**config.mk**
```make
export PLATFORM = sky130hd
export DESIGN_NAME = steer_rate_cascade_lowpass_flat
export DESIGN_NICKNAME = d
export VERILOG_FILES = /design/src/hdl/srcl_pkg.sv /design/src/hdl/srcl_if.sv /design/src/hdl/srcl_divider.sv /design/src/hdl/steer_rate_cascade_lowpass.sv /design/src/flat_wrapper.sv
export SDC_FILE = /design/constraint.sdc
export NUM_CORES = 2
export LEC_CHECK = 0
export BUFFER_PORTS_ARGS = -buffer_cell sky130_fd_sc_hd__buf_2
export CAP_MARGIN = 20
export CORE_MARGIN = 5
export CORE_UTILIZATION = 47
export CTS_CLUSTER_DIAMETER = 120
export CTS_CLUSTER_SIZE = 10
export DETAILED_ROUTE_END_ITERATION = 10
export PLACE_DENSITY = 0.68
export SLEW_MARGIN = 20
export SYNTH_ARGS = -nofsm -noshare
export SYNTH_HDL_FRONTEND = slang
export SYNTH_SLANG_ARGS = --single-unit
```
**constraint.sdc**
```tcl
create_clock -name clk -period 20.1 [get_ports clk]
set_input_delay 2.01 -clock clk [delete_from_list [all_inputs] [get_ports clk]]
set_output_delay 2.01 -clock clk [all_outputs]
set_load 0.02 [all_outputs]
```
**src/hdl/srcl_pkg.sv**
```systemverilog
// Shared types and constants for the steering rate estimator.
// No dependencies; every other file but srcl_if.sv imports this package.
`default_nettype none

package srcl_pkg;

  localparam int MAX_ORDER = 4;
  localparam int STAGE_W   = (MAX_ORDER > 1) ? $clog2(MAX_ORDER) : 1;
  localparam int CNT_W     = $clog2(MAX_ORDER + 1);

  localparam int DIVIDEND_W = 40;
  localparam int DIVISOR_W  = 31;
  localparam int DIV_CNT_W  = $clog2(DIVIDEND_W);

  // Q2.13 angle steps per microsecond to Q15.16 rad/s: 2^16 * 1e6 / 2^13.
  localparam logic [22:0] RATE_SCALE = 23'd8000000;
  // round(2*pi*2^46/16e6) for the exponent of the filter coefficient.
  localparam logic [24:0] EXP_K      = 25'd27633741;
  localparam logic [30:0] Q30_ONE    = 31'h4000_0000;
  localparam logic [45:0] X_LIMIT    = 46'd12 << 30;
  // ceil(2^32/3) and ceil(2^32/5); exact floor quotients for operands below 2^30.
  localparam logic [31:0] RECIP3     = 32'd1431655766;
  localparam logic [31:0] RECIP5     = 32'd858993460;

  localparam logic REG_CUTOFF = 1'b0;
  localparam logic REG_ORDER  = 1'b1;

  typedef enum logic [3:0] {
    S_IDLE, S_RAWMUL, S_DIV, S_TDIV, S_FCHK, S_PMUL, S_XHI, S_XLO,
    S_XCHK, S_TMUL, S_SQ, S_ALPHA, S_BLA, S_BLB, S_BLW, S_OUT
  } srcl_state_t;

  typedef struct packed {
    logic                  start;
    logic [DIVIDEND_W-1:0] dividend;
    logic [DIVISOR_W-1:0]  divisor;
  } srcl_div_req_t;

endpackage

`default_nettype wire

```
**src/hdl/srcl_if.sv**
```systemverilog
// Channel interfaces for samples in and rates out.
// Depends on nothing; used by the top level.
`default_nettype none

interface srcl_sample_if;
  logic               valid;
  logic               ready;
  logic signed [15:0] steer_angle;
  logic        [31:0] time_stamp;
  modport source (output valid, steer_angle, time_stamp, input ready);
  modport sink   (input valid, steer_angle, time_stamp, output ready);
endinterface

interface srcl_rate_if;
  logic               valid;
  logic               ready;
  logic signed [31:0] steer_rate;
  logic               first_sample;
  modport source (output valid, steer_rate, first_sample, input ready);
  modport sink   (input valid, steer_rate, first_sample, output ready);
endinterface

`default_nettype wire

```
**src/hdl/srcl_divider.sv**
```systemverilog
// Restoring unsigned divider, one quotient bit per cycle.
// Depends on srcl_pkg for widths and the request struct.
`default_nettype none

module srcl_divider
  import srcl_pkg::*;
(
  input  wire logic                  clk,
  input  wire logic                  rst,
  input  wire srcl_div_req_t         req,
  output logic                       busy,
  output logic                       done,
  output logic [DIVIDEND_W-1:0]      quotient
);

  logic [DIVISOR_W-1:0] rem;
  logic [DIVISOR_W-1:0] divisor;
  logic [DIV_CNT_W-1:0] cnt;
  logic [DIVISOR_W:0]   shifted;
  logic                 fits;

  assign shifted = {rem, quotient[DIVIDEND_W-1]};
  assign fits    = shifted >= {1'b0, divisor};

  always_ff @(posedge clk) begin
    if (rst) begin
      busy <= 1'b0;
      done <= 1'b0;
      cnt  <= '0;
    end else begin
      done <= 1'b0;
      if (req.start) begin
        busy <= 1'b1;
        cnt  <= '0;
      end else if (busy) begin
        cnt <= cnt + 1'b1;
        if (cnt == DIV_CNT_W'(DIVIDEND_W - 1)) begin
          busy <= 1'b0;
          done <= 1'b1;
        end
      end
    end
  end

  always_ff @(posedge clk) begin
    if (req.start) begin
      quotient <= req.dividend;
      divisor  <= req.divisor;
      rem      <= '0;
    end else if (busy) begin
      if (fits) begin
        rem <= DIVISOR_W'(shifted - {1'b0, divisor});
      end else begin
        rem <= shifted[DIVISOR_W-1:0];
      end
      quotient <= {quotient[DIVIDEND_W-2:0], fits};
    end
  end

endmodule

`default_nettype wire

```
**src/hdl/steer_rate_cascade_lowpass.sv**
```systemverilog
// Steering rate estimator on one shared 33x33 multiplier and a bit-serial 40-bit divider.
// A sample runs through the raw rate divide, the filter coefficient and then each stage;
// a bypassed filter skips coefficient and stages, and a first sample is output directly.
// A new sample is taken only once the last rate is on the output; a stalled rate delays it.
// Reset (synchronous, active high) clears the filter stages, forgets the previous
// sample and sets cutoff to 10 Hz and filter order to one.
`default_nettype none

module steer_rate_cascade_lowpass
  import srcl_pkg::*;
(
  input  wire logic        clk,
  input  wire logic        rst,
  srcl_sample_if.sink      samples,
  srcl_rate_if.source      rates,
  input  wire logic        psel,
  input  wire logic        penable,
  input  wire logic        pwrite,
  input  wire logic [2:0]  paddr,
  input  wire logic [31:0] pwdata,
  output logic      [31:0] prdata,
  output logic             pready
);

  // Configuration registers, to be written only while idle; the block does not enforce this.
  logic [15:0] cutoff_freq;
  logic [2:0]  filter_order;

  assign pready = 1'b1;

  always_ff @(posedge clk) begin
    if (rst) begin
      cutoff_freq  <= 16'd160;
      filter_order <= 3'd1;
    end else if (psel && penable && pwrite) begin
      unique case (paddr[2])
        REG_CUTOFF: cutoff_freq  <= pwdata[15:0];
        REG_ORDER:  filter_order <= pwdata[2:0];
      endcase
    end
  end

  always_comb begin
    unique case (paddr[2])
      REG_CUTOFF: prdata = {16'd0, cutoff_freq};
      REG_ORDER:  prdata = {29'd0, filter_order};
    endcase
  end

  // Sequencer state and the working registers of the datapath.
  srcl_state_t state, state_next;

  logic                     have_previous;
  logic signed [15:0]       previous_angle;
  logic        [31:0]       previous_stamp;
  logic signed [31:0]       stage_values [MAX_ORDER];

  logic        [31:0]       dt;
  logic        [15:0]       mag;
  logic                     neg;
  logic                     first_flag;
  logic signed [31:0]       val;
  logic        [46:0]       pval;
  logic        [44:0]       xhi;
  logic        [45:0]       xval;
  logic        [25:0]       yval;
  logic        [30:0]       term;
  logic        [25:0]       tnum;
  logic signed [32:0]       sum;
  logic        [30:0]       vsq;
  logic        [15:0]       alpha;
  logic        [2:0]        cnt;
  logic        [CNT_W-1:0]  stage;
  logic signed [48:0]       acc;

  logic signed [32:0]       mul_a, mul_b;
  logic signed [65:0]       prod;

  srcl_div_req_t            div_req;
  logic                     div_busy, div_done;
  logic [DIVIDEND_W-1:0]    div_quo;

  // Combinational helpers.
  logic        [31:0]       diff;
  logic signed [16:0]       delta;
  logic                     dt_pos, filt_on;
  logic        [CNT_W-1:0]  n_use;
  logic        [25:0]       tquo;
  logic signed [32:0]       sum_new;
  logic        [17:0]       alpha_wide;
  logic signed [48:0]       acc_rnd;
  logic                     out_free;

  assign diff    = samples.time_stamp - previous_stamp;
  assign delta   = 17'(samples.steer_angle) - 17'(previous_angle);
  assign dt_pos  = !dt[31] && (dt != 32'd0);
  assign filt_on = dt_pos && (filter_order != 3'd0) && (cutoff_freq != 16'd0);
  assign out_free = !rates.valid || rates.ready;

  always_comb begin
    if (32'(filter_order) > 32'(MAX_ORDER)) begin
      n_use = CNT_W'(MAX_ORDER);
    end else begin
      n_use = CNT_W'(filter_order);
    end
  end

  // Series term divided by k: shifts for 1, 2 and 4, a reciprocal product for 3 and 5.
  always_comb begin
    unique case (cnt)
      3'd1:    tquo = tnum;
      3'd2:    tquo = tnum >> 1;
      3'd4:    tquo = tnum >> 2;
      default: tquo = prod[57:32];
    endcase
  end

  // Odd series terms subtract, even ones add.
  always_comb begin
    if (cnt[0]) begin
      sum_new = sum - $signed(33'(tquo));
    end else begin
      sum_new = sum + $signed(33'(tquo));
    end
  end

  assign alpha_wide = 18'((32'(vsq) + 32'd8192) >> 14);
  assign acc_rnd    = acc + 49'sd32768;

  // Shared multiplier: the state picks its operands.
  always_comb begin
    mul_a = '0;
    mul_b = '0;
    unique case (state)
      S_RAWMUL: begin
        mul_a = $signed(33'(mag));
        mul_b = $signed(33'(RATE_SCALE));
      end
      S_PMUL: begin
        mul_a = $signed(33'(cutoff_freq));
        mul_b = $signed(33'(dt[30:0]));
      end
      S_XHI: begin
        mul_a = $signed(33'(pval[35:16]));
        mul_b = $signed(33'(EXP_K));
      end
      S_XLO: begin
        mul_a = $signed(33'(pval[15:0]));
        mul_b = $signed(33'(EXP_K));
      end
      S_TMUL: begin
        mul_a = $signed(33'(term));
        mul_b = $signed(33'(yval));
      end
      S_TDIV: begin
        mul_a = $signed(33'(tnum));
        mul_b = (cnt == 3'd3) ? $signed(33'(RECIP3)) : $signed(33'(RECIP5));
      end
      S_SQ: begin
        mul_a = $signed(33'(vsq));
        mul_b = $signed(33'(vsq));
      end
      S_BLA: begin
        mul_a = $signed(33'(alpha));
        mul_b = 33'(stage_values[stage[STAGE_W-1:0]]);
      end
      S_BLB: begin
        mul_a = $signed(33'(17'h10000 - 17'(alpha)));
        mul_b = 33'(val);
      end
      default: begin
        mul_a = '0;
        mul_b = '0;
      end
    endcase
  end

  assign prod = mul_a * mul_b;

  // The divider only serves the raw rate, which divides by dt.
  always_comb begin
    div_req = '0;
    if (state == S_RAWMUL) begin
      div_req.start    = 1'b1;
      div_req.dividend = prod[39:0] + 40'(dt[31:1]);
      div_req.divisor  = dt[30:0];
    end
  end

  srcl_divider u_div (
    .clk      (clk),
    .rst      (rst),
    .req      (div_req),
    .busy     (div_busy),
    .done     (div_done),
    .quotient (div_quo)
  );

  always_ff @(posedge clk) begin
    if (rst) begin
      state <= S_IDLE;
    end else begin
      state <= state_next;
    end
  end

  always_comb begin
    state_next    = state;
    samples.ready = 1'b0;
    unique case (state)
      S_IDLE: begin
        samples.ready = 1'b1;
        if (samples.valid) begin
          if (!have_previous) begin
            state_next = S_OUT;
          end else if (!diff[31] && (diff[30:1] != 30'd0)) begin
            state_next = S_RAWMUL;
          end else begin
            state_next = S_FCHK;
          end
        end
      end
      S_RAWMUL: state_next = S_DIV;
      S_DIV:    if (div_done) state_next = S_FCHK;
      S_TDIV:   state_next = (cnt == 3'd5) ? S_SQ : S_TMUL;
      S_FCHK:   state_next = filt_on ? S_PMUL : S_OUT;
      S_PMUL:   state_next = S_XHI;
      S_XHI:    state_next = (pval[46:36] != 11'd0) ? S_BLA : S_XLO;
      S_XLO:    state_next = S_XCHK;
      S_XCHK:   state_next = (xval >= X_LIMIT) ? S_BLA : S_TMUL;
      S_TMUL:   state_next = S_TDIV;
      S_SQ:     if (cnt == 3'd7) state_next = S_ALPHA;
      S_ALPHA:  state_next = S_BLA;
      S_BLA:    state_next = S_BLB;
      S_BLB:    state_next = S_BLW;
      S_BLW:    state_next = (stage + 1'b1 == n_use) ? S_OUT : S_BLA;
      S_OUT:    if (out_free) state_next = S_IDLE;
    endcase
  end

  // Control state that reset clears.
  always_ff @(posedge clk) begin
    if (rst) begin
      have_previous <= 1'b0;
      previous_angle <= '0;
      previous_stamp <= '0;
      for (int i = 0; i < MAX_ORDER; i++) begin
        stage_values[i] <= '0;
      end
      rates.valid <= 1'b0;
    end else begin
      if (state == S_IDLE && samples.valid) begin
        have_previous  <= 1'b1;
        previous_angle <= samples.steer_angle;
        previous_stamp <= samples.time_stamp;
      end
      if (state == S_BLW) begin
        stage_values[stage[STAGE_W-1:0]] <= acc_rnd[47:16];
      end
      if (state == S_OUT && out_free) begin
        rates.valid <= 1'b1;
      end else if (rates.ready) begin
        rates.valid <= 1'b0;
      end
    end
  end

  // Datapath registers.
  always_ff @(posedge clk) begin
    unique case (state)
      S_IDLE: begin
        dt         <= diff;
        neg        <= delta[16];
        mag        <= delta[16] ? 16'(-delta) : delta[15:0];
        first_flag <= !have_previous;
        val        <= '0;
      end
      S_DIV: begin
        if (div_done) begin
          if (neg) begin
            val <= (div_quo > 40'h80000000) ? 32'sh80000000 : -$signed(div_quo[31:0]);
          end else begin
            val <= (div_quo > 40'h7FFFFFFF) ? 32'sh7FFFFFFF : $signed(div_quo[31:0]);
          end
        end
      end
      S_TDIV: begin
        term <= 31'(tquo);
        sum  <= sum_new;
        cnt  <= cnt + 1'b1;
        if (cnt == 3'd5) begin
          vsq <= sum_new[32] ? 31'd0 : sum_new[30:0];
          cnt <= '0;
        end
      end
      S_FCHK:  stage <= '0;
      S_PMUL:  pval  <= prod[46:0];
      S_XHI: begin
        xhi   <= prod[44:0];
        alpha <= '0;
      end
      S_XLO:   xval <= 46'(xhi) + 46'(prod[40:16]);
      S_XCHK: begin
        yval <= xval[33:8];
        term <= Q30_ONE;
        sum  <= $signed(33'(Q30_ONE));
        cnt  <= 3'd1;
      end
      S_TMUL:  tnum <= prod[55:30];
      S_SQ: begin
        vsq <= prod[60:30];
        cnt <= cnt + 1'b1;
      end
      S_ALPHA: alpha <= (alpha_wide > 18'd65535) ? 16'hFFFF : alpha_wide[15:0];
      S_BLA:   acc <= prod[48:0];
      S_BLB:   acc <= acc + prod[48:0];
      S_BLW: begin
        val   <= acc_rnd[47:16];
        stage <= stage + 1'b1;
      end
      S_OUT: begin
        if (out_free) begin
          rates.steer_rate   <= val;
          rates.first_sample <= first_flag;
        end
      end
      default: begin
      end
    endcase
  end

  // A first sample always answers with a zero rate.
  a_first_zero: assert property (@(posedge clk) disable iff (rst)
    rates.valid && rates.first_sample |-> rates.steer_rate == 32'sd0)
    else $error("first sample with nonzero rate");

  // After a transfer in, no new sample is taken until the result is built.
  a_busy_after_accept: assert property (@(posedge clk) disable iff (rst)
    samples.valid && samples.ready |=> !samples.ready)
    else $error("sample taken while busy");

  // The divider is only started while it is free.
  a_div_free: assert property (@(posedge clk) disable iff (rst)
    div_req.start |-> !div_busy)
    else $error("divider restarted while busy");

endmodule

`default_nettype wire

```
**src/flat_wrapper.sv**
```systemverilog
// flat-port wrapper written by rule: the top's interface ports become plain ports
module steer_rate_cascade_lowpass_flat import srcl_pkg::*;
  (clk, rst, psel, penable, pwrite, paddr, pwdata, prdata, pready, samples_valid, samples_steer_angle, samples_time_stamp, samples_ready, rates_valid, rates_steer_rate, rates_first_sample, rates_ready);
  srcl_sample_if samples_i ();
  srcl_rate_if rates_i ();
  input  wire logic clk;
  input  wire logic rst;
  input  wire logic psel;
  input  wire logic penable;
  input  wire logic pwrite;
  input  wire logic [2:0] paddr;
  input  wire logic [31:0] pwdata;
  output logic      [31:0] prdata;
  output logic pready;
  input wire logic [$bits(samples_i.valid)-1:0] samples_valid;
  input wire logic [$bits(samples_i.steer_angle)-1:0] samples_steer_angle;
  input wire logic [$bits(samples_i.time_stamp)-1:0] samples_time_stamp;
  output wire logic [$bits(samples_i.ready)-1:0] samples_ready;
  output wire logic [$bits(rates_i.valid)-1:0] rates_valid;
  output wire logic [$bits(rates_i.steer_rate)-1:0] rates_steer_rate;
  output wire logic [$bits(rates_i.first_sample)-1:0] rates_first_sample;
  input wire logic [$bits(rates_i.ready)-1:0] rates_ready;
  assign samples_i.valid = samples_valid;
  assign samples_i.steer_angle = samples_steer_angle;
  assign samples_i.time_stamp = samples_time_stamp;
  assign samples_ready = samples_i.ready;
  assign rates_valid = rates_i.valid;
  assign rates_steer_rate = rates_i.steer_rate;
  assign rates_first_sample = rates_i.first_sample;
  assign rates_i.ready = rates_ready;
  steer_rate_cascade_lowpass u_core (.clk(clk), .rst(rst), .samples(samples_i), .rates(rates_i), .psel(psel), .penable(penable), .pwrite(pwrite), .paddr(paddr), .pwdata(pwdata), .prdata(prdata), .pready(pready));
endmodule
```
**Word-level counts from Yosys, hierarchy flattened**

Memory sizes are Yosys's and may differ from the RTL's. A register that Yosys moved wholly into a read port is not among the register bits.
Index checks and enable logic that the tools add are counted.

- Register bits after elaboration: 654
- Memory bits (writable): 128
- Logic and storage cells: 180
- Memories kept: 1

Memory list:

| memory | words | bits a word | read ports | clocked after Yosys merged registers in | wr ports | line | text |
|---|---|---|---|---|---|---|---|
| u_core.stage_values | 4 | 32 | 1 | 1 | 4 | steer_rate_cascade_lowpass.sv:56 | `logic signed [31:0] stage_values [MAX_ORDER];` |

- $add $sub $neg: 16
- Multipliers: 1
- $lt $le $gt $ge: 6
- Equality and inequality tests: 28
- Muxes and demuxes: 56
- Bitwise gates (word level): 2
- Reductions and logical operators: 38

Operators with widths:

| cell | count |
|---|---|
| case mux 33 bit (9 select lines) | 1 |
| case mux 33 bit (8 select lines) | 1 |
| 2-to-1 mux 32 bit | 5 |
| 2-to-1 mux 31 bit | 4 |
| case mux 31 bit (2 select lines) | 2 |
| case mux 49 bit (2 select lines) | 1 |
| case mux 32 bit (3 select lines) | 1 |
| 2-to-1 mux 40 bit | 2 |
| case mux 26 bit (3 select lines) | 1 |
| 2-to-1 mux 72 bit | 1 |
| case mux 33 bit (2 select lines) | 1 |
| case mux 32 bit (2 select lines) | 1 |
| case mux 4 bit (16 select lines) | 1 |
| multiplier 33 x 33 -> 61 bit | 1 |
| adder 49 bit | 1 |
| adder 48 x 17 -> 48 bit, second input constant | 1 |
| adder 45 x 25 -> 46 bit | 1 |
| greater-or-equal comparator 46 x 34 -> 1 bit, second input constant | 1 |
| adder 40 x 31 -> 40 bit | 1 |
| greater-than comparator 40 x 31 -> 1 bit, second input constant | 1 |
| greater-than comparator 40 x 32 -> 1 bit, second input constant | 1 |
| adder 33 x 27 -> 33 bit | 1 |
| 2-to-1 mux 33 bit | 1 |
| subtractor 33 x 27 -> 33 bit | 1 |
| other kinds (47) | 114 |

**Depth between registers and ports, before layout**

- Word-level depth: 10
- Mapped depth: 57
- Mapped depth without buffers: 54

**By module**

Synthesis repeated with hierarchy kept, for this count alone.

- Cells, all modules: 8303
- Area total of the unflattened synthesis: 77524.4 um^2

Modules (own cells, without submodules):

| module | instances | cells each | area an instance (um^2) |
|---|---|---|---|
| steer_rate_cascade_lowpass | 1 | 7725 | 71444.8 |
| srcl_divider | 1 | 578 | 6079.6 |

**Worst setup path before layout**

No wires, ideal clock.

- Path kind: flip-flop to flip-flop
- From: register u_core.state[2]
- To: register u_core.sum[32], data pin
- Arrival time: 14363 ps
- Path slack: 5482 ps
- Stages on the path, launching flop included: 53
- Period minus slack after synthesis: 14618 ps
- Cells stage by stage: dfxtp_1 -> clkbuf_1 -> nor2b_1 -> clkbuf_1 -> nand2_1 -> clkbuf_1 -> nor2_1 -> a22oi_1 -> nand3_1 -> clkbuf_1 -> nand2_1 -> fa_1 -> inv_1 -> fa_1 -> inv_1 -> fa_1 -> fa_1 -> fa_1 -> [... 17 more ...] -> or3_1 -> nor3_1 -> nor2_1 -> xor2_1 -> ha_1 -> and4_1 -> and3b_1 -> a21boi_0 -> a2111oi_0 -> nor4_1 -> o21ai_0 -> a21oi_1 -> nand2_1 -> a211o_1 -> a221o_1 -> xor3_1 -> buf_2 -> and2_1

- Cells in the longest elaborated chain, start to end: 8
- Elaborated cells between the ends (all ways): 19
- Those cells by class: add/sub (2); mul (1); eq/ne (10); mux (5); reduce/logical (1)

RTL lines:

| element | line | text |
|---|---|---|
| start: declaration | steer_rate_cascade_lowpass.sv:51 | `srcl_state_t state, state_next;` |
| start signal: assignment | steer_rate_cascade_lowpass.sv:203 | `state <= state_next;` |
| == test 4 x 3 -> 1 bit | steer_rate_cascade_lowpass.sv:134 | `unique case (state)` |
| OR reduction 2 bit (no line) | n/a |  |
| case mux 33 bit (8 select lines) | steer_rate_cascade_lowpass.sv:134 |  |
| multiplier 33 x 33 -> 61 bit (*) | steer_rate_cascade_lowpass.sv:178 | `assign prod = mul_a * mul_b;` |
| net u_core.prod[44] | steer_rate_cascade_lowpass.sv:77 | `logic signed [65:0] prod;` |
| case mux 26 bit (3 select lines) (*) | steer_rate_cascade_lowpass.sv:110 | `unique case (cnt)` |
| adder 33 x 27 -> 33 bit / subtractor 33 x 27 -> 33 bit (equally long branches) | steer_rate_cascade_lowpass.sv:123, steer_rate_cascade_lowpass.sv:121 |  |
| 2-to-1 mux 33 bit (*) | steer_rate_cascade_lowpass.sv:120 | `if (cnt[0]) begin` |
| case mux 33 bit (2 select lines) (*) | steer_rate_cascade_lowpass.sv:270 | `unique case (state)` |
| end signal: assignment | steer_rate_cascade_lowpass.sv:289 | `sum <= sum_new;` |
| end signal: assignment | steer_rate_cascade_lowpass.sv:306 | `sum <= $signed(33'(Q30_ONE));` |
| end: declaration | steer_rate_cascade_lowpass.sv:69 | `logic signed [32:0] sum;` |

Mark *: on every way through the listed nets, which the timed path passes. The rest lies on a longest branch.
A chain may end at the register's enable or synchronous reset.

**Worst setup path in the final report**

- From: register u_core.state[0]
- To: register u_core.vsq[11], data pin

- Cells in the longest elaborated chain, start to end: 10
- Elaborated cells between the ends (all ways): 20
- Those cells by class: add/sub (2); mul (1); eq/ne (9); mux (7); reduce/logical (1)

RTL lines:

| element | line | text |
|---|---|---|
| == test 4 x 3 -> 1 bit | steer_rate_cascade_lowpass.sv:134 |  |
| OR reduction 2 bit (no line) | n/a |  |
| case mux 33 bit (8 select lines) | steer_rate_cascade_lowpass.sv:134 |  |
| multiplier 33 x 33 -> 61 bit (*) | steer_rate_cascade_lowpass.sv:178 |  |
| net u_core.prod[33] | steer_rate_cascade_lowpass.sv:77 |  |
| case mux 26 bit (3 select lines) (*) | steer_rate_cascade_lowpass.sv:110 |  |
| adder 33 x 27 -> 33 bit / subtractor 33 x 27 -> 33 bit (equally long branches) | steer_rate_cascade_lowpass.sv:123, steer_rate_cascade_lowpass.sv:121 |  |
| 2-to-1 mux 33 bit (*) | steer_rate_cascade_lowpass.sv:120 |  |
| 2-to-1 mux 31 bit (*) | steer_rate_cascade_lowpass.sv:292 | `vsq <= sum_new[32] ? 31'd0 : sum_new[30:0];` |
| 2-to-1 mux 31 bit (*) | steer_rate_cascade_lowpass.sv:291 | `if (cnt == 3'd5) begin` |
| case mux 31 bit (2 select lines) (*) | steer_rate_cascade_lowpass.sv:270 |  |
| end signal: assignment | steer_rate_cascade_lowpass.sv:292 |  |
| end signal: assignment | steer_rate_cascade_lowpass.sv:311 | `vsq <= prod[60:30];` |
| end: declaration | steer_rate_cascade_lowpass.sv:70 | `logic [30:0] vsq;` |

Mark *: on every way through the listed nets, which the timed path passes. The rest lies on a longest branch. The select of a mux whose other input is x is not followed.

==> results.md <==
* Status: finished clean
* CTS clk-pin slew, worst paths at 60 ps
* Total length of routed wires at 271 mm
* Endpoint arrival time on the critical path at between 15000 and 20000 ps
* Input/output buffers at 122
* CP max stage delay at 950 ps
* Setup repair bufs after CTS at 0
* Std cell rows at roughly 150
* Max H-tree Level at 3
* Number of synthesized register bits at 771
* Source-to-sink clock delay at the later pin of the worst-skew pair at 700 ps
* Antenna violations before repair at 21
* Asr flop ratio synth at 0%
* Netlist Area Pre-Place at 77100 µm²
* Final number of max-transition violations at 0
* Worst setup EP type: register
* Category of the worst setup path launch point: register
* GR Util met1 at 40.4%
* Area Growth Syn to Fin at 8.31%
* Total count of hold-check failures in the final report at 0
* Sequential share of the synthesized area at 28.6%
* Num CTS Buffers at 87
* Bufs on Longest Clock Path at 3
* Root buffer cell: sky130_fd_sc_hd__clkbuf_16
* Synth top area cells: sky130_fd_sc_hd__edfxtp_1 26%, sky130_fd_sc_hd__fa_1 23%, sky130_fd_sc_hd__ha_1 8.1%
* Fraction of post-synthesis cell area in the top cell type by area at about a quarter
* Total of endpoints with negative setup slack in the final report at 0
* Data required, critical path at 20450 ps
* Top-level port count at 158
* Initial drt markers at between 7000 and 8000
* Maximum frequency from static timing analysis at between 50 and 60 MHz
* Effective utilization at floorplan at 47.3%
* CTS tree: yes
* RSZ-0062 raised after global routing: no
* Max-cap violations at 0
* Hold_buf cts at 0
* Synth Warn # at 0
* Most used flip-flop cell after synthesis: sky130_fd_sc_hd__edfxtp_1
* Met2 capacity usage during global routing at between 40% and 50%
* Area of the die at roughly 170000 µm²
* Number of vias per cell after detailed routing at between 5 and 6
* Gp weighted congestion at 1.02
* Core area at between 150000 and 200000 µm²
* CP max-delay cell: sky130_fd_sc_hd__a2111o_1
* Total of cells resized after clock tree synthesis at 0
* Hold Slack at 417 ps
* Horiz. Die Dim at 415 µm
* Post-route fraction of the period consumed by the critical path at 86.0%
* Average instance area after synthesis at between 9 and 10 µm²
* Post-DR wirelength/cell at 25.6 µm
* Maximum fanout along the worst path at 57
* Clock period minus worst slack at about 17000 ps
* Die Y at 415 µm
* Tightest Pin Transition at ~1200 ps
* Antenna Nets Post-Route at 0
* Pin count of the biggest net entering global routing at 91
* Global-route wire length before repair at about 400 mm
* Cell accounting for the most synthesized area: sky130_fd_sc_hd__edfxtp_1
* Met3 routing resource usage after global routing at 8.46%
* Cell repeated most along the worst path: sky130_fd_sc_hd__fa_1
* Number of vias after detailed routing at roughly 63000
* Relative slew slack at 16.1%
* Total clock sinks at 771
* Unique masters post-synth at 92
* Post-route insts no fill at between 10000 and 15000
* Busiest layer in global routing: met2
* Overall routing resource usage at a little under a third
* Clock skew at between 60 and 70 ps
* Total DRC errors in the routed layout at 0
* Total global routing overflow at 0
* First-pass iteration count of the detailed router at 8
* Post-synthesis cell count at roughly 8300
* Type of the setup path with the least slack: reg -> reg
* Instance count after placement with tap cells included at 10400
* Proportion of layout cells with a drive suffix above 1 at 6.84%
* Number of synthesized flops with an enable pin at 657
* Net count reported at finish at 9811
* Hold WC Path Type: reg -> reg
* Estimated wirelength of the detail-placed design at a little over 200 mm
* Number of global-route vias before repair at 62100
* Setup TNS at 0 ps
[final cells by class]
| cell class | instances | area (µm²) |
|---|---|---|
| fill | 14900 | 79500 |
| multi-input combinational | 5933 | 49500 |
| sequential | 771 | 22000 |
| inverter | 1214 | 4560 |
| tap | 2175 | 2720 |
| clock buffer | 152 | 2420 |
| timing repair buffer | 314 | 2080 |
| clock inverter | 8 | 166 |
| antenna | 14 | 35.0 |
[flip-flops by register name (all words and copies together), names as in the netlist, 31 cells and up, named ones only]
register	count
u_core.stage_values	128
u_core.acc	48
u_core.pval	47
u_core.xhi	45
u_core.u_div.quotient	40
u_core.xval	38
u_core.sum	33
u_core.dt	32
u_core.previous_stamp	32
u_core.rates.steer_rate	32
u_core.val	32
u_core.u_div.divisor	31
u_core.u_div.rem	31
u_core.vsq	31
[worst paths after layout]
path                                start                        end  depth (start not counted)  slack (ps)
min             u_core.xval[24]$_DFFE_PN_  u_core.yval[16]$_DFFE_PP_                          0         420
max          u_core.state[0]$_SDFFE_PP0P_   u_core.vsq[11]$_DFFE_PP_                         45        2820
max reg2reg  u_core.state[0]$_SDFFE_PP0P_   u_core.vsq[11]$_DFFE_PP_                         45        2820
min reg2reg     u_core.xval[24]$_DFFE_PN_  u_core.yval[16]$_DFFE_PP_                          0         420
[worst max-delay path: cells and delay by family, from the launching register on]
family	cells	cell delay, ps
AO/OA/AOI/OAI	13	4490
adder cells (fa/ha/maj)	11	5460
buffers and inverters	6	1780
XOR/XNOR	3	720
AND/OR/NAND/NOR	12	4030
flip-flops	1	310
[stage by stage]
step	cell area [µm²]	utilization [%]	setup slack [ps]
floorplan	77200	-	5480
global placement	80800	49.6	3770
detailed placement	80800	49.6	3590
CTS	83400	51.2	3510
global route	83500	51.2	2600
finish	83500	51.2	2820
[synth_stat cells, types with 37 or more instances]
cell                       instances
sky130_fd_sc_hd__a22oi_1          45
sky130_fd_sc_hd__nand2b_1         50
sky130_fd_sc_hd__a21o_1          112
sky130_fd_sc_hd__edfxtp_1        657
sky130_fd_sc_hd__nor2b_1          45
sky130_fd_sc_hd__nand3_1         116
sky130_fd_sc_hd__inv_1          1208
sky130_fd_sc_hd__nand2_1        1225
sky130_fd_sc_hd__ha_1            497
sky130_fd_sc_hd__fa_1            903
sky130_fd_sc_hd__xnor2_1         204
sky130_fd_sc_hd__and3_1           94
sky130_fd_sc_hd__and2_1           71
sky130_fd_sc_hd__o21ai_0         305
sky130_fd_sc_hd__o21ai_1          42
sky130_fd_sc_hd__a21oi_1         421
sky130_fd_sc_hd__o21bai_1         37
sky130_fd_sc_hd__o21a_1           37
sky130_fd_sc_hd__clkbuf_1        331
sky130_fd_sc_hd__dfxtp_1         114
sky130_fd_sc_hd__nand4_1          68
sky130_fd_sc_hd__nor2_1          792
sky130_fd_sc_hd__xor2_1          160
sky130_fd_sc_hd__mux2i_1          40
sky130_fd_sc_hd__nor3_1           95
[metal layers]
layer | vias to the layer above | share of wire [%]
met2 | 3887 | 42
met5 | - | 0.010
met1 | 31100 | 37
met4 | 4 | 7.4
met3 | 805 | 13
li1 | 27400 | -
[kinds of logic after synthesis]
| family | after synthesis | share of synthesized area (%) |
|---|---|---|
| simple gates | 2718 | 15.4 |
| buf+inv | 1591 | 7.85 |
| fa+ha+maj | 1400 | 31.5 |
| compound gates | 1334 | 10.9 |
| flops | 771 | 28.6 |
| xor+xnor | 365 | 4.17 |
| mux | 87 | 1.59 |
| other cells | 2 | 0.00974 |
[layout by cell type (no fill, tap or decap), drive strengths merged, types with 40 or more instances in the layout]
master  count
inv      1214
nor2      792
and3       94
nor3       97
nand2    1225
a21o      112
o21ai     348
fa        903
nand3     117
buf       314
a21oi     421
nor2b      45
ha        497
xor2      160
dfxtp     114
mux2i      40
nand4      68
edfxtp    657
or3        43
a22oi      45
and2       71
nand2b     50
xnor2     204
clkbuf    152
Power is left out: the tool's default activity adds up to more than one toggle a clock period on the data nets, which glitch-free logic cannot reach.
